`config.mk`:
```
export PLATFORM = sky130hd
export DESIGN_NAME = centered_boxcar_smoother_top
export DESIGN_NICKNAME = d
export VERILOG_FILES = /design/src/rtl/core/cbs_pkg.sv /design/src/rtl/core/cbs_ctrl.sv /design/src/rtl/core/cbs_datapath.sv /design/src/rtl/core/centered_boxcar_smoother_top.sv
export SDC_FILE = /design/constraint.sdc
export NUM_CORES = 1
export LEC_CHECK = 0
export BUFFER_PORTS_ARGS = -buffer_cell sky130_fd_sc_hd__buf_2
export CORE_MARGIN = 5
export CORE_UTILIZATION = 60
export CTS_CLUSTER_DIAMETER = 200
export DETAILED_ROUTE_END_ITERATION = 6
export GPL_TIMING_DRIVEN = 0
export PLACE_DENSITY = 0.85
export RECOVER_POWER = 50
export SLEW_MARGIN = 20
export SYNTH_ARGS = -nofsm -noshare
export SYNTH_HDL_FRONTEND = slang
export SYNTH_SLANG_ARGS = --single-unit
export TNS_END_PERCENT = 30
```
`constraint.sdc`:
```
create_clock -name aclk -period 20.2 [get_ports aclk]
set_input_delay 1.01 -clock aclk [delete_from_list [all_inputs] [get_ports aclk]]
set_output_delay 1.01 -clock aclk [all_outputs]
set_load 0.01 [all_outputs]
```
`src/rtl/core/cbs_pkg.sv`:
```
// Shared types and constants of the centered boxcar smoother.
package cbs_pkg;

    // Width and reset value of the half-width configuration register
    localparam int CFG_BITS = 4;
    localparam logic [CFG_BITS-1:0] HALF_WIDTH_RESET = 4'd3;

    // Commands from the controller to the datapath
    typedef struct packed {
        logic load_item;   // take one input transaction into the window
        logic start_pos;   // set up the window for the current position
        logic sum_step;    // add one window tap into the accumulator
        logic div_init;    // take the sum magnitude into the divider
        logic div_step;    // one restoring-division step
        logic out_load;    // round, sign and load the result register
    } cmd_t;

    // Status from the datapath to the controller
    typedef struct packed {
        logic emit;        // the item just loaded produces at least one result
        logic sum_done;    // the current tap is the last tap of the window
        logic div_done;    // the divider is on its last step
        logic more_pos;    // further positions remain in the final flush
        logic out_free;    // the result register can take a new value
    } sts_t;

endpackage

```
`src/rtl/core/cbs_ctrl.sv`:
```
// Controller state machine of the centered boxcar smoother.
module cbs_ctrl import cbs_pkg::*; (
    input  logic aclk,
    input  logic aresetn,
    input  logic in_valid,
    output logic in_ready,
    input  sts_t sts,
    output cmd_t cmd
);

    typedef enum logic [2:0] {
        ST_IDLE,
        ST_DECIDE,
        ST_SETUP,
        ST_SUM,
        ST_DIVINIT,
        ST_DIV,
        ST_OUT
    } state_t;

    state_t state_reg;
    state_t state_next;

    assign in_ready = (state_reg == ST_IDLE);

    // Command decode
    always_comb begin
        cmd           = '0;
        cmd.load_item = (state_reg == ST_IDLE) && in_valid;
        cmd.start_pos = (state_reg == ST_SETUP);
        cmd.sum_step  = (state_reg == ST_SUM);
        cmd.div_init  = (state_reg == ST_DIVINIT);
        cmd.div_step  = (state_reg == ST_DIV);
        cmd.out_load  = (state_reg == ST_OUT) && sts.out_free;
    end

    // Next state
    always_comb begin
        state_next = state_reg;
        case (state_reg)
            ST_IDLE: begin
                if (in_valid) state_next = ST_DECIDE;
            end
            ST_DECIDE: begin
                state_next = sts.emit ? ST_SETUP : ST_IDLE;
            end
            ST_SETUP: begin
                state_next = ST_SUM;
            end
            ST_SUM: begin
                if (sts.sum_done) state_next = ST_DIVINIT;
            end
            ST_DIVINIT: begin
                state_next = ST_DIV;
            end
            ST_DIV: begin
                if (sts.div_done) state_next = ST_OUT;
            end
            ST_OUT: begin
                if (sts.out_free) state_next = sts.more_pos ? ST_SETUP : ST_IDLE;
            end
            default: begin
                state_next = ST_IDLE;
            end
        endcase
    end

    always_ff @(posedge aclk) begin
        if (!aresetn) begin
            state_reg <= ST_IDLE;
        end else begin
            state_reg <= state_next;
        end
    end

endmodule

```
`src/rtl/core/cbs_datapath.sv`:
```
// Datapath of the centered boxcar smoother: window taps, accumulator, divider, result register.
module cbs_datapath import cbs_pkg::*; #(
    parameter int MAX_HALF_WIDTH = 8,
    parameter int SAMPLE_BITS    = 16
) (
    input  logic                          aclk,
    input  logic                          aresetn,
    input  logic                          cfg_wr_en,
    input  logic [CFG_BITS-1:0]           cfg_wr_data,
    input  logic signed [SAMPLE_BITS-1:0] in_sample,
    input  logic                          in_final,
    input  cmd_t                          cmd,
    output sts_t                          sts,
    output logic signed [SAMPLE_BITS-1:0] out_smoothed,
    output logic                          out_last,
    output logic                          out_valid,
    input  logic                          out_ready
);

    localparam int WinDepth = 2 * MAX_HALF_WIDTH + 1;
    localparam int CW = $clog2(WinDepth + 1);   // counts up to the window depth
    localparam int IW = $clog2(WinDepth);       // tap index
    localparam int SW = SAMPLE_BITS + CW;       // signed window sum
    localparam int MW = SW - 1;                 // sum magnitude, dividend bits
    localparam int DW = $clog2(MW + 1);         // division step counter
    localparam logic [CW-1:0] WinDepthC = CW'(WinDepth);
    localparam logic [CW-1:0] MaxHalfC  = CW'(MAX_HALF_WIDTH);

    logic [CFG_BITS-1:0]          half_width_reg;
    logic [SAMPLE_BITS-1:0]       win_reg [WinDepth];
    logic [CW-1:0]                seen_reg;
    logic [CW-1:0]                cnt_reg;
    logic [CW-1:0]                h_reg;
    logic                         fin_reg;
    logic [CW-1:0]                back_reg;
    logic [IW-1:0]                hi_reg;
    logic [IW-1:0]                idx_reg;
    logic signed [SW-1:0]         acc_reg;
    logic                         neg_reg;
    logic [MW-1:0]                quo_reg;
    logic [CW-1:0]                rem_reg;
    logic [CW-1:0]                div_reg;
    logic [DW-1:0]                dcnt_reg;
    logic [SAMPLE_BITS-1:0]       out_data_reg;
    logic                         out_last_reg;
    logic                         out_valid_reg;

    logic [CW-1:0]          h_eff;
    logic [CW-1:0]          seen_sat;
    logic [CW-1:0]          seen_sat_m1;
    logic [CW-1:0]          span;
    logic [CW-1:0]          cnt_m1;
    logic [CW-1:0]          hi_val;
    logic [SAMPLE_BITS-1:0] tap;
    logic signed [SW-1:0]   acc_abs;
    logic [CW:0]            rem_sh;
    logic                   rem_ge;
    logic                   round_up;
    logic [SAMPLE_BITS-1:0] quo_rnd;
    logic [SAMPLE_BITS-1:0] result;

    // Half width limited to MAX_HALF_WIDTH, the largest that the window store holds
    assign h_eff = (32'(half_width_reg) > 32'(MAX_HALF_WIDTH)) ? MaxHalfC
                                                               : CW'(half_width_reg);

    // Sample count of the waveform including the incoming sample, saturated at the window depth
    assign seen_sat    = (seen_reg == WinDepthC) ? WinDepthC : seen_reg + 1'b1;
    assign seen_sat_m1 = seen_sat - 1'b1;

    // Upper tap of the window for the current position; the lower tap is always 0
    assign span   = back_reg + h_reg;
    assign cnt_m1 = cnt_reg - 1'b1;
    assign hi_val = (span < cnt_m1) ? span : cnt_m1;

    assign tap     = win_reg[idx_reg];
    assign acc_abs = acc_reg[SW-1] ? -acc_reg : acc_reg;

    // Restoring division, one quotient bit per step
    assign rem_sh = {rem_reg, quo_reg[MW-1]};
    assign rem_ge = (rem_sh >= {1'b0, div_reg});

    // Round to nearest, ties away from zero, on the magnitude
    assign round_up = ({rem_reg, 1'b0} >= {1'b0, div_reg});
    assign quo_rnd  = quo_reg[SAMPLE_BITS-1:0] + SAMPLE_BITS'(round_up);
    assign result   = neg_reg ? -quo_rnd : quo_rnd;

    // Status to the controller
    always_comb begin
        sts          = '0;
        sts.emit     = fin_reg || (cnt_reg > h_reg);
        sts.sum_done = (idx_reg == hi_reg);
        sts.div_done = (dcnt_reg == DW'(1));
        sts.more_pos = fin_reg && (back_reg != '0);
        sts.out_free = !out_valid_reg || out_ready;
    end

    // Configuration register and waveform sample count
    always_ff @(posedge aclk) begin
        if (!aresetn) begin
            half_width_reg <= HALF_WIDTH_RESET;
            seen_reg       <= '0;
        end else begin
            if (cfg_wr_en) half_width_reg <= cfg_wr_data;
            if (cmd.load_item) seen_reg <= in_final ? '0 : seen_sat;
        end
    end

    // Window shift line and per-item context
    always_ff @(posedge aclk) begin
        if (cmd.load_item) begin
            win_reg[0] <= in_sample;
            for (int i = 1; i < WinDepth; i++) begin
                win_reg[i] <= win_reg[i-1];
            end
            cnt_reg <= seen_sat;
            h_reg   <= h_eff;
            fin_reg <= in_final;
            if (in_final) begin
                back_reg <= (seen_sat_m1 < h_eff) ? seen_sat_m1 : h_eff;
            end else begin
                back_reg <= h_eff;
            end
        end else if (cmd.out_load && (back_reg != '0)) begin
            back_reg <= back_reg - 1'b1;
        end
    end

    // Window sum, one tap per cycle
    always_ff @(posedge aclk) begin
        if (cmd.start_pos) begin
            hi_reg  <= IW'(hi_val);
            idx_reg <= '0;
            acc_reg <= '0;
        end else if (cmd.sum_step) begin
            acc_reg <= acc_reg + {{(SW-SAMPLE_BITS){tap[SAMPLE_BITS-1]}}, tap};
            if (idx_reg != hi_reg) idx_reg <= idx_reg + 1'b1;
        end
    end

    // Divider of the sum magnitude by the window count
    always_ff @(posedge aclk) begin
        if (cmd.div_init) begin
            neg_reg  <= acc_reg[SW-1];
            quo_reg  <= acc_abs[MW-1:0];
            rem_reg  <= '0;
            div_reg  <= CW'(hi_reg) + 1'b1;
            dcnt_reg <= DW'(MW);
        end else if (cmd.div_step) begin
            rem_reg  <= rem_ge ? CW'(rem_sh - {1'b0, div_reg}) : rem_sh[CW-1:0];
            quo_reg  <= {quo_reg[MW-2:0], rem_ge};
            dcnt_reg <= dcnt_reg - 1'b1;
        end
    end

    // Result register
    always_ff @(posedge aclk) begin
        if (cmd.out_load) begin
            out_data_reg <= result;
            out_last_reg <= fin_reg && (back_reg == '0);
        end
    end

    always_ff @(posedge aclk) begin
        if (!aresetn) begin
            out_valid_reg <= 1'b0;
        end else if (cmd.out_load) begin
            out_valid_reg <= 1'b1;
        end else if (out_ready) begin
            out_valid_reg <= 1'b0;
        end
    end

    assign out_smoothed = out_data_reg;
    assign out_last     = out_last_reg;
    assign out_valid    = out_valid_reg;

endmodule

```
`src/rtl/core/centered_boxcar_smoother_top.sv`:
```
// Top level of the centered boxcar smoother: controller, datapath and checks.
//
//  Channel  | Ports                          | Payload
//  ---------+--------------------------------+------------------------------------------
//  input    | s_tvalid s_tready s_tdata s_tlast | sample in tdata, final_sample in tlast
//  result   | m_tvalid m_tready m_tdata m_tlast | smoothed in tdata, last_out in tlast
//  config   | cfg_wr_en cfg_wr_data          | half_width, written when cfg_wr_en is high
//
//  An item is first loaded and decided on; then for each result it causes, hi+1 taps are
//  summed one per cycle, the restoring divider produces one quotient bit per cycle, and
//  the result is rounded, signed and loaded into the output register. The input is taken
//  only while the controller is idle. A finished result waits in the output register
//  while the next item is taken; a stalled result register holds the controller before
//  it loads the next result.
//  Reset is synchronous, active low; it clears the sample count and sets half_width to 3.
module centered_boxcar_smoother_top import cbs_pkg::*; #(
    parameter int MAX_HALF_WIDTH = 8,
    parameter int SAMPLE_BITS    = 16
) (
    input  logic                                  aclk,
    input  logic                                  aresetn,
    input  logic                                  cfg_wr_en,
    input  logic [CFG_BITS-1:0]                   cfg_wr_data,  // half_width
    input  logic                                  s_tvalid,
    output logic                                  s_tready,
    input  logic [((SAMPLE_BITS+7)/8)*8-1:0]      s_tdata,      // sample
    input  logic                                  s_tlast,      // final_sample
    output logic                                  m_tvalid,
    input  logic                                  m_tready,
    output logic [((SAMPLE_BITS+7)/8)*8-1:0]      m_tdata,      // smoothed
    output logic                                  m_tlast       // last_out
);

    localparam int DataBits = ((SAMPLE_BITS + 7) / 8) * 8;

    cmd_t                    cmd;
    sts_t                    sts;
    logic [SAMPLE_BITS-1:0]  smoothed;

    cbs_ctrl u_ctrl (
        .aclk     (aclk),
        .aresetn  (aresetn),
        .in_valid (s_tvalid),
        .in_ready (s_tready),
        .sts      (sts),
        .cmd      (cmd)
    );

    cbs_datapath #(
        .MAX_HALF_WIDTH (MAX_HALF_WIDTH),
        .SAMPLE_BITS    (SAMPLE_BITS)
    ) u_datapath (
        .aclk         (aclk),
        .aresetn      (aresetn),
        .cfg_wr_en    (cfg_wr_en),
        .cfg_wr_data  (cfg_wr_data),
        .in_sample    (s_tdata[SAMPLE_BITS-1:0]),
        .in_final     (s_tlast),
        .cmd          (cmd),
        .sts          (sts),
        .out_smoothed (smoothed),
        .out_last     (m_tlast),
        .out_valid    (m_tvalid),
        .out_ready    (m_tready)
    );

    // Zero-fill the result to whole bytes
    assign m_tdata = DataBits'(smoothed);

`ifndef SYNTHESIS
    // At most one datapath command per cycle
    assert property (@(posedge aclk) disable iff (!aresetn)
        $onehot0({cmd.load_item, cmd.start_pos, cmd.sum_step,
                  cmd.div_init, cmd.div_step, cmd.out_load}))
        else $error("more than one datapath command in a cycle");

    // A result is loaded only into a free output register
    assert property (@(posedge aclk) disable iff (!aresetn)
        cmd.out_load |-> sts.out_free)
        else $error("result loaded over a pending transaction");

    // An accepted input transaction makes the block busy in the next cycle
    assert property (@(posedge aclk) disable iff (!aresetn)
        (s_tvalid && s_tready) |=> !s_tready)
        else $error("input taken while an item is still in work");
`endif

endmodule

```
# Yosys cells after proc, flatten, opt, wreduce, memory -nomap -nowiden

Memories as Yosys holds them, arrays and structs flattened. A register that Yosys moved wholly into a read port is not among the register bits.
Cells that the tools add are included.
W data, S select, Z words.

Add/sub/neg operators: 13
Order comparisons: 6
Equal/unequal tests: 14
Mux-type cells: 26
Reductions and logical operators: 16

Operators with widths:

| cell                  | number |
|---|---|
| $mux W20              | 3 |
| $mux W5               | 10 |
| $add A21 B21 Y21      | 1 |
| $pmux W3 S7           | 1 |
| $neg A20 Y20          | 1 |
| $sub A5 B1 Y5 const B | 4 |
| $add A16 B1 Y16       | 1 |
| $mux W16              | 1 |
| $neg A16 Y16          | 1 |
| $add A5 B1 Y5 const B | 3 |
| $ge A6 B5 Y1          | 2 |
| $mux W3               | 4 |
| $lt A5 B5 Y1          | 2 |
| $eq A3 B3 Y1 const B  | 3 |
| $eq A3 B2 Y1 const B  | 2 |
| $ne A2 B1 Y1 const B  | 3 |
| $reduce_bool A2 Y1    | 3 |
| $add A5 B5 Y5         | 1 |
| $eq A5 B1 Y1 const B  | 1 |
| $eq A5 B5 Y1          | 1 |
| $eq A5 B5 Y1 const B  | 1 |
| $gt A5 B5 Y1          | 1 |
| $logic_and A1 B1 Y1   | 5 |
| $logic_not A5 Y1      | 1 |
| other kinds (14)      | 19 |

Register bits after elaboration: 113
Memory bits (writable): 272
Bits of input ports: 26
Logic and storage cells: 94
Memories kept: 1

Memory list:

| name               | words | width | read ports | clocked after Yosys merged registers in | write ports | line               | RTL |
|---|---|---|---|---|---|---|---|
| u_datapath.win_reg | 17    | 16    | 17         | 1                                       | 17          | cbs_datapath.sv:30 | `logic [SAMPLE_BITS-1:0] win_reg [WinDepth];` |

# Depth between registers and ports, before layout

Gate-level depths: netlist of run 1.

Depth in word-level cells: 7
Mapped depth: 16
Mapped depth without buffers: 16

# Cells and area by module

Synthesis of run 1 repeated with hierarchy kept, for this count alone.

Cells, all modules: 1,240
Area total of the unflattened synthesis: 18,017.3 µm²

Modules (own cells, without submodules):

| module       | instances | cells an instance | area each (µm²) | seq. area each (µm²) |
|---|---|---|---|---|
| cbs_datapath | 1         | 1,207             | 17,763.3        | 11,080.6 |
| cbs_ctrl     | 1         | 33                | 254.0           | 60.1 |

# Least setup slack after synthesis of run 1

OpenSTA, ideal clock, no wires.

Path kind: input -> register
Start: in s_tvalid
End: reg u_datapath.back_reg[3] (data pin)
Library setup time: 0.271 ns
Arrival time: 7.080 ns
Data required time: 19.929 ns
Setup slack: 12.849 ns
Cell stages on the path: 4
Cells stage by stage: nand2_1 inv_1 nor2_1 a21oi_1

RTL lines:

| what                 | line                               | RTL |
|---|---|---|
| from (decl)          | centered_boxcar_smoother_top.sv:24 | `input logic s_tvalid,` |
| to (signal assigned) | cbs_datapath.sv:119                | `back_reg <= (seen_sat_m1 < h_eff) ? seen_sat_m1 : h_eff;` |
| to (signal assigned) | cbs_datapath.sv:124                | `back_reg <= back_reg - 1'b1;` |
| to (decl)            | cbs_datapath.sv:35                 | `logic [CW-1:0] back_reg;` |

==> metrics.cfg, run 1 <==
[status]
status = complete, but fails checks
violations = max-capacitance violations, max-slew violations

[synth]
synth_cell_type_count = 67
ys_ff_latch = 389
syn-num-nets = 1320
syn_area_sq_um = 17900
yosys-top-cells-area = edfxtp_1, mux4_2, dfxtp_1, ha_1, xnor2_1
yosysWarnings = 0
synth-edff-count = 335
syn_area_per_cell_sq_um = 14.5
async_flop_share_pct = 0
synth-seq-area-share_pct = 62.3
synthFlopType = edfxtp_1
synth_top_area_share_pct = 56.2
synth_top_cell_by_area = edfxtp_1
netlist_instances = 1238

[layout]
drive_gt1_share_pct = 15.8
antenna_cells = 0
syn_to_final_growth_pct = 11.6
final_area_sq_um = 20000
final_cell_mix = edfxtp_1, nand2_1, o21ai_0, mux4_2
layout.cells.non_filler = 1746
final_common_cell = edfxtp_1
layout.nets = 1407
largest_register_ffs = 272

[place]
dp_cells = 1673
gp_congestion = 0.890
post-dp-hpwl_um = 23900
dpl_cell_area_sq_um = 18700
port_buffers = 43

[global_routing]
grt_pass1_vias = 10500
antenna_found_initial = 0
grtUsageTotal_pct = 21.4
gr-total-overflow = 0
grt_max_degree = 125
grt_pass1_wl_um = 57000

[power]
max-vdd-ir-drop_uv = 76.4
power-per-cell-area_nw_per_um2 = 124
p_leak_nw = 7.00

[sta]
relSlewSlack_pct = -45.2
finalHoldViolations = 0
finalMaxSlewViolations = 50
setup_tns_ps = 0
setup_viol = 0
fin_crit_ps = 5430
hold_ws_ps = 433
rsz0062_at_grt = no
skew_ps = 25.7
final.period_utilization_pct = 26.9
worst_slew_pin_slew_ps = 2170
max_freq_ghz = 0.184

[floorplan]
die_area_sq_um = 33400
die_h_um = 183
fp.coreArea_sq_um = 29600
die_w_um = 183
ios = 45
initial_core_util_pct = 60.5
rows = 63

[cts]
cts_root_buf = clkbuf_16
cts-htree-levels = 2
clock_sinks = 389
cts_tree = yes
insertion_delay_ps = 550
clkTransAtPathRegs_ps = 60
clockBufferDepth = 3
cts_hold_buffers = 0
cts-resized-gates = 0
cts_buffers = 40
postCtsSetupBuffers = 0

[setup_path]
crit_path_end_kind = flip-flop
cp-start-kind = flip-flop
crit_fanout = 10
critPathKind = flip-flop to flip-flop
crit_buf_inv = 2
critPathArrivalTime_ps = 5890
crit_family = compound AO/OA/AOI/OAI gates
slowest_delay_ps = 740
critical_path_required_ps = 20670
slowest_stage = buf_1
crit_path_cell_trace = clkbuf_1, buf_1, mux4_2, mux4_2, mux2_2, ha_1, fa_1, a211oi_1, o21bai_1, a21o_1, a31oi_1, o21ai_0, or3b_2, a31oi_1

[worst_hold_path]
hold_path.class = flip-flop to flip-flop
worstHoldStart = u_datapath.acc_reg[20]

[detailed_routing]
vias = 10700
routed_wirelength_um = 36100
drc = 0
ant_nets = 0
first_iter_violations = 997
firstDrtPassIters = 5
wl_per_cell_um = 20.7
viasPerCell = 6.11

[flow_run]
cap_violations = 1

## metrics by stage
stage / utilization [%] / setup slack [ps] / total power, W
5_1_grt: 67.6 / 14460 / 0.00259
2_1_floorplan: - / 12850 / 0.00157
3_5_place_dp: 63.1 / 14650 / 0.00173
4_1_cts: 67.6 / 14630 / 0.00248
6_report: 67.6 / 14770 / 0.00247
3_3_place_gp: 62.9 / 11020 / 0.00171
## routing by layer
metal,vias to the layer above,wire [um],global-route usage [%]
met1,5277,14700,27.8
met4,0,958,6.33
met5,-,0,0
met2,353,18600,38.0
li1,4958,-,-
met3,72,1800,2.89
## cell usage after synthesis, types with 18 or more instances
master,n
nand2_1,89
dfxtp_1,54
nor2_1,43
nor3_1,20
xnor2_1,48
xor2_1,39
mux4_2,79
mux2i_1,18
a21o_1,22
a21oi_1,38
nand3_1,27
ha_1,53
edfxtp_1,335
clkbuf_1,41
inv_1,48
o21ai_0,81
## worst register-to-register path: stages (launching register included)
cell	delay, ps
dfxtp_1	300
clkbuf_1	580
buf_1	740
mux4_2	430
mux4_2	490
mux2_2	290
ha_1	220
fa_1	440
a211oi_1	360
o21bai_1	130
a21o_1	220
a31oi_1	330
o21ai_0	220
or3b_2	470
a31oi_1	120
## area by class of cell
| cell class | instances | area [sq um] |
|---|---|---|
| Sequential cell | 389 | 11100 |
| Tap cell | 390 | 488 |
| Timing Repair Buffer | 45 | 267 |
| Clock inverter | 23 | 259 |
| Inverter | 48 | 181 |
| Clock buffer | 50 | 1060 |
| Multi-Input combinational cell | 738 | 6320 |
| Fill cell | 1953 | 9590 |
| Buffer | 63 | 250 |
## cells by family after synthesis
kind of cell / count (synthesis) / synth area share [%]
mux: 114 / 12.0
xor+xnor: 87 / 4.26
simple gates: 251 / 6.83
buf+inv: 111 / 2.42
compound gates: 230 / 8.18
flops: 389 / 62.3
fa+ha+maj: 56 / 4.04
## power breakdown
part	switching [W]	internal [W]
logic	0.000373	0.000293
registers	0.0000764	0.000989
clock network	0.000310	0.000428
total	0.000759	0.00171
## worst paths after layout
check                                               to  slack, ps  cells past startpoint
worst max-delay path            u_datapath.acc_reg[18]      14770                     14
worst max register to register  u_datapath.acc_reg[18]      14770                     14
worst min register to register      u_datapath.neg_reg        430                      0
worst min-delay path                u_datapath.neg_reg        430                      0
(Power assumes the default switching activity.)
==> inputs of run 2 (changes only) <==
==> constraint.sdc (replaced) <==
create_clock -name aclk -period 5.2 [get_ports aclk]
set_input_delay 0.26 -clock aclk [delete_from_list [all_inputs] [get_ports aclk]]
set_output_delay 0.26 -clock aclk [all_outputs]
set_load 0.01 [all_outputs]
==> run 2 against run 1 <==
Net effect: the run now ends clean; fmax is 11% higher; register-to-register slack worse by 14000 ps; clock power grew to 3.8 times the previous value; cell area is 1.4% higher; sequential cell count stayed put; clock skew is 3.1 ps lower; critical endpoint unchanged; highest routed layer unchanged.
==> metrics.cfg, run 2 (synthesized netlist as in run 1, its figures left out) <==
[detailed_routing]
wl_per_cell_um = 21.2  ; +2.4%
viasPerCell = 6.17  ; +1.1%
firstDrtPassIters = 5  ; unchanged
first_iter_violations = 1145  ; +15%
vias = 10900  ; +2.7%
routed_wirelength_um = 37600  ; +4.0%
drc = 0  ; unchanged
ant_nets = 0  ; unchanged

[floorplan]
ios = 45  ; unchanged
die_area_sq_um = 33400  ; unchanged
rows = 63  ; unchanged
die_h_um = 183  ; unchanged
die_w_um = 183  ; unchanged
fp.coreArea_sq_um = 29600  ; unchanged
initial_core_util_pct = 60.5  ; unchanged

[power]
max-vdd-ir-drop_uv = 305  ; +300%
p_leak_nw = 7.10  ; +1.4%
power_frac_comb_pct = 27.5  ; +0.5 points
seq_power_share_pct = 43.4  ; +0.2 points
p_int_w = 0.00661  ; +290%
p_sw_w = 0.00298  ; +290%
power-per-cell-area_nw_per_um2 = 474  ; +280%
swShare_pct = 31.1  ; +0.34 points
clockPowerShare_pct = 29.1  ; -0.8 points

[setup_path]
reg2reg_slack_ps = 330  ; -14450 ps
crit_path_end_kind = flip-flop
reg2reg_to = u_datapath.acc_reg[18]
crit_buf_inv = 1  ; -1
crit_fanout = 10  ; unchanged
slowest_delay_ps = 560  ; -180 ps
reg2reg_depth = 13  ; -1
crit_path_cell_trace = buf_4, mux4_2, mux4_2, mux2_2, ha_1, fa_1, a211oi_1, o21bai_1, a21o_1, a31oi_1, o21ai_0, or3b_2, a31oi_1
critPathArrivalTime_ps = 5330  ; -560 ps
path_depth = 13  ; -1
crit_family = compound AO/OA/AOI/OAI gates
critPathKind = flip-flop to flip-flop
critical_path_required_ps = 5660  ; -15010 ps
slowest_stage = dfxtp_1
cp-start-kind = flip-flop

[place]
gp_congestion = 0.925  ; +4.0%
port_buffers = 43  ; unchanged
post-dp-hpwl_um = 24300  ; +1.9%
dp_cells = 1679  ; +0.36%

[global_routing]
gr-total-overflow = 0  ; unchanged
grt_pass1_wl_um = 59400  ; +4.3%
grt_max_degree = 40  ; -68%
grtUsageTotal_pct = 22.4  ; +0.97 points
grt_pass1_vias = 10900  ; +3.7%
antenna_found_initial = 0  ; unchanged

[sta]
relSlewSlack_pct = 25.6  ; +71 points
worst_slew_pin_slew_ps = 1110  ; -1060 ps
finalMaxSlewViolations = 0  ; -100%
final.period_utilization_pct = 93.7  ; +67 points
rsz0062_at_grt = no
finalHoldViolations = 0  ; unchanged
setup_tns_ps = 0  ; unchanged
max_freq_ghz = 0.205  ; +11%
fin_crit_ps = 4870  ; -553 ps
setup_viol = 0  ; unchanged
skew_ps = 22.6  ; -3.09 ps

[layout]
fillerInstances = 1947  ; -0.31%
layout.nets = 1433  ; +1.8%
final_common_cell = edfxtp_1
drive_gt1_share_pct = 15.0  ; -0.74 points
multi_input_area_sq_um = 6320  ; unchanged
antenna_cells = 0  ; unchanged
final_cell_mix = edfxtp_1, nand2_1, o21ai_0, mux4_2, clkbuf_1
final-seq-area_sq_um = 11100  ; about the same
utilization_pct = 68.5  ; +0.91 points
largest_register_ffs = 272  ; unchanged
layout.cells.non_filler = 1773  ; +1.5%
syn_to_final_growth_pct = 13.1

[worst_hold_path]
min_to = u_ctrl.state_reg[0]
min_path_cells = 3  ; +3
hold_path.class = primary input to flip-flop
worstHoldStart = s_tvalid

[cts]
clkTransAtPathRegs_ps = 60  ; about the same
cts-htree-levels = 2  ; unchanged
cts_root_buf = clkbuf_16
clockBufferDepth = 3  ; unchanged
clock_sinks = 389  ; unchanged
cts_tree = yes
cts_buffers = 41  ; +2.5%
insertion_delay_ps = 540  ; about the same

[status]
status = completed

[flow_run]
cap_violations = 0  ; -1

==> run 2: changes by cell type in the layout (fill, tap and decap cells not counted), moves of 3 or more <==
cell	change
clkinv_1	+5
buf_4	+3
buf_12	+8
dlygate4sd3_1	+21
buf_1	-7
clkbuf_1	+16
buf_2	-15
==> run 2: worst register-to-register path, delay by kind of cell, from the launching register on <==
kind | cells | cell delay (ps)
AOI/OAI and AO/OA | 6 | 1380
muxes | 3 | 1360
adders and majority gates | 2 | 650
DFF | 1 | 560
and+or+nand+nor | 1 | 470
buffers and inverters | 1 | 370
==> run 2: repair_timing <==
item,in CTS,in global routing
setup endpoints to repair,3,2
hold buffers,21,0
resized for setup,19,14
pin swaps,0,0
buffers inserted,0,0
hold endpoints to repair,22,0
==> run 2: how the worst max path moves through the flow <==
stage	end	slack (ps)
floorplan	u_datapath.cnt_reg[0]	-10
global placement	u_datapath.win_reg[0][3]	-1450
detailed placement	u_datapath.acc_reg[18]	-410
CTS	u_datapath.acc_reg[18]	20
global route	u_datapath.acc_reg[18]	90
finish	u_datapath.acc_reg[18]	330
==> run 2: per-stage QoR <==
step                setup WS [ps]  cell area, sq um  hold WS (ps)  power (W)
finish                        327             20200           103    0.00958
global route                 91.3             20200           107     0.0101
CTS                          18.0             20300          3.59    0.00961
detailed placement           -413             18800           413    0.00675
global placement            -1450             18600           409    0.00660
floorplan                   -14.8             17900           359    0.00609
==> run 2: layout make-up <==
| type | instances | area share (%) |
|---|---|---|
| sequential | 389 | 55.1 |
| multi-input combinational | 738 | 31.3 |
| clock buffer | 51 | 5.36 |
| timing repair buffer | 72 | 2.76 |
| tap | 390 | 2.41 |
| buffer | 61 | 1.32 |
| clock inverter | 24 | 0.933 |
| inverter | 48 | 0.896 |
==> run 2: layer usage <==
metal	GRT usage, %	share of wire, %	vias to the layer above
met2	39.4	52	468
met1	29.3	40	5384
met3	3.03	6.0	76
met4	6.93	2.6	0
met5	0	0	-
li1	-	-	5015
==> run 2: power by group through the flow <==
stage                     combinational [W]  sequential (W)  clock [W]
after detailed placement            0.00257         0.00418          0
after global placement              0.00240         0.00419          0
final                               0.00264         0.00416    0.00279
after floorplan                     0.00199         0.00410          0
after CTS                           0.00264         0.00414    0.00283
after global routing                0.00289         0.00419    0.00298
==> inputs of run 3 (changes only) <==
--- a/config.mk
+++ b/config.mk
@@ -6,12 +6,13 @@
 export NUM_CORES = 1
 export LEC_CHECK = 0
 export BUFFER_PORTS_ARGS = -buffer_cell sky130_fd_sc_hd__buf_2
-export CORE_MARGIN = 5
+export CORE_MARGIN = 2
 export CORE_UTILIZATION = 60
 export CTS_CLUSTER_DIAMETER = 200
 export DETAILED_ROUTE_END_ITERATION = 6
 export GPL_TIMING_DRIVEN = 0
-export PLACE_DENSITY = 0.85
+export MAX_ROUTING_LAYER = met4
+export PLACE_DENSITY = 0.81
 export RECOVER_POWER = 50
 export SLEW_MARGIN = 20
 export SYNTH_ARGS = -nofsm -noshare
==> run 3 against run 2 <==
Net effect: cell area is 0.42% higher; worst hold slack worse by 85 ps; combinational power hardly changed; die area is 6.5% lower; critical path depth stayed put; clock power is 4% higher; sequential power hardly changed; core utilization is 0.47 points higher; first-iteration DRC count is 8.9% lower; the run now ends with max-capacitance violations, max-slew violations left.
==> metrics.cfg, run 3 (synthesized netlist as in run 1, its figures left out) <==
[layout]
syn_to_final_growth_pct = 13.6
largest_register_ffs = 272  ; unchanged
layout.nets = 1435  ; +0.14%
final_cell_mix = edfxtp_1, nand2_1, o21ai_0, mux4_2, clkbuf_1
antenna_cells = 0  ; unchanged
drive_gt1_share_pct = 15.2  ; +0.16 points
utilization_pct = 68.9  ; +0.47 points
final_area_sq_um = 20300  ; +0.42%
final_common_cell = edfxtp_1

[cts]
insertion_delay_ps = 550  ; about the same
postCtsSetupBuffers = 0  ; unchanged
cts_tree = yes
cts_root_buf = clkbuf_16
clkTransAtPathRegs_ps = 60  ; about the same
cts_buffers = 40  ; -2.4%
cts-htree-levels = 2  ; unchanged
clockBufferDepth = 3  ; unchanged
clock_sinks = 389  ; unchanged

[detailed_routing]
firstDrtPassIters = 5  ; unchanged
ant_nets = 0  ; unchanged
viasPerCell = 6.09  ; -1.3%
vias = 10800  ; -1.4%
routed_wirelength_um = 36600  ; -2.6%
first_iter_violations = 1043  ; -8.9%
wl_per_cell_um = 20.7  ; -2.6%
drc = 0  ; unchanged

[global_routing]
grtUsageTotal_pct = 24.7  ; +2.3 points
grt_pass1_wl_um = 57900  ; -2.5%
grt_pass1_vias = 10600  ; -2.9%
use_met3_pct = 3.18  ; +0.15 points
grtUsageMet2_pct = 40.5  ; +1.1 points
grt-busiest-layer = met2
antenna_found_initial = 0  ; unchanged
met1_usage_pct = 32.7  ; +3.4 points
grt_max_degree = 39  ; -2.5%
gr-total-overflow = 0  ; unchanged

[sta]
final.period_utilization_pct = 96.0  ; +2.3 points
skew_ps = 27.8  ; +5.18 ps
setup_tns_ps = 0  ; unchanged
fin_ws_ps = 209  ; -118 ps
finalMaxSlewViolations = 27  ; +27
finalHoldViolations = 0  ; unchanged
fin_crit_ps = 4990  ; +118 ps
setup_viol = 0  ; unchanged
rsz0062_at_grt = no
hold_ws_ps = 18.5  ; -84.7 ps
max_freq_ghz = 0.200  ; -2.4%
relSlewSlack_pct = -20.8  ; -46 points
worst_slew_pin_slew_ps = 1810  ; +702 ps

[floorplan]
rows = 63  ; unchanged
ios = 45  ; unchanged
fp.coreArea_sq_um = 29500  ; -0.27%
die_h_um = 177  ; -3.3%
die_area_sq_um = 31200  ; -6.5%
die_w_um = 177  ; -3.3%
initial_core_util_pct = 60.7  ; +0.16 points

[place]
post-dp-hpwl_um = 23800  ; -2.0%
gp_congestion = 0.883  ; -4.6%
place_ws_ps = -201  ; +212 ps
port_buffers = 43  ; unchanged
dpl_cell_area_sq_um = 18800  ; +0.26%

[power]
p_leak_nw = 7.14  ; +0.48%
max-vdd-ir-drop_uv = 336  ; +10%
power-per-cell-area_nw_per_um2 = 475  ; +0.30%

[setup_path]
cp-start-kind = flip-flop
reg2reg_to = u_datapath.acc_reg[18]
reg2reg_depth = 13  ; unchanged
crit_path_end_kind = flip-flop
critPathArrivalTime_ps = 5450  ; +120 ps
critical_path_required_ps = 5660  ; about the same
critPathKind = flip-flop to flip-flop
reg2reg_slack_ps = 210  ; -120 ps
crit_fanout = 10  ; unchanged

[worst_hold_path]
min_to = u_datapath.out_valid
min_path_cells = 2  ; -1
hold_path.class = primary input to flip-flop
worstHoldStart = aresetn

[flow_run]
cap_violations = 1  ; +1

[status]
status = complete, but fails checks
violations = max-capacitance violations, max-slew violations

[run 3: changes by cell type in the layout (fill, tap and decap cells not counted), moves of 2 or more]
cell / change
bufinv_16: +3
clkbuf_4: +3
buf_12: -2
buf_16: +2
buf_4: -3
clkbuf_8: +2
buf_2: +2
clkinv_2: -2
clkbuf_16: -2
clkinv_1: -4
[run 3: cell type report]
| type | instances | area [sq um] |
|---|---|---|
| buffer | 62 | 270 |
| sequential | 389 | 11100 |
| tap | 390 | 488 |
| clock buffer | 50 | 1060 |
| fill | 1985 | 9160 |
| clock inverter | 21 | 267 |
| timing repair buffer | 74 | 591 |
| multi-input combinational | 738 | 6320 |
| inverter | 48 | 181 |
[run 3: worst max-delay path, cell delays in order, from the launching register on]
cell	delay [ps]
dfxtp_1	710
clkdlybuf4s15_2	580
mux4_2	360
mux4_2	460
mux2_2	280
ha_1	210
fa_1	440
a211oi_1	360
o21bai_1	120
a21o_1	230
a31oi_1	330
o21ai_0	220
or3b_2	470
a31oi_1	130
[run 3: repair_timing]
action,in CTS,in global routing
hold endpoints to repair,21,0
setup endpoints to repair,2,1
gates cloned,0,0
hold buffers,21,0
gates resized for setup,11,9
[run 3: how the worst max path moves through the flow]
stage / end / slack [ps] / depth (start not counted)
2_1_floorplan: u_datapath.cnt_reg[0] / -10 / 3
3_3_place_gp: u_datapath.win_reg[0][4] / -1460 / 3
3_5_place_dp: u_datapath.acc_reg[18] / -200 / 14
4_1_cts: u_datapath.acc_reg[18] / 20 / 14
5_1_grt: u_datapath.acc_reg[18] / 20 / 13
6_report: u_datapath.acc_reg[18] / 210 / 13
[run 3: metrics by stage]
| step | instances | total power [W] |
|---|---|---|
| 2_1_floorplan | 1238 | 0.00609 |
| 3_3_place_gp | 1671 | 0.00667 |
| 3_5_place_dp | 1681 | 0.00675 |
| 4_1_cts | 1773 | 0.00971 |
| 5_1_grt | 1772 | 0.0101 |
| 6_report | 1772 | 0.00965 |
[run 3: where the power goes]
part	switching, W	internal [W]	total (W)	leakage (nW)
logic	0.00144	0.00118	0.00262	2.89
clock network	0.00119	0.00170	0.00290	0.639
registers	0.000299	0.00384	0.00414	3.61
[run 3: per-layer routing]
| layer | vias to the layer above | part of all wire (%) |
|---|---|---|
| met1 | 5394 | 43 |
| met5 | - | 0 |
| met4 | 0 | 2.6 |
| met3 | 67 | 4.7 |
| met2 | 315 | 50 |
| li1 | 5016 | - |
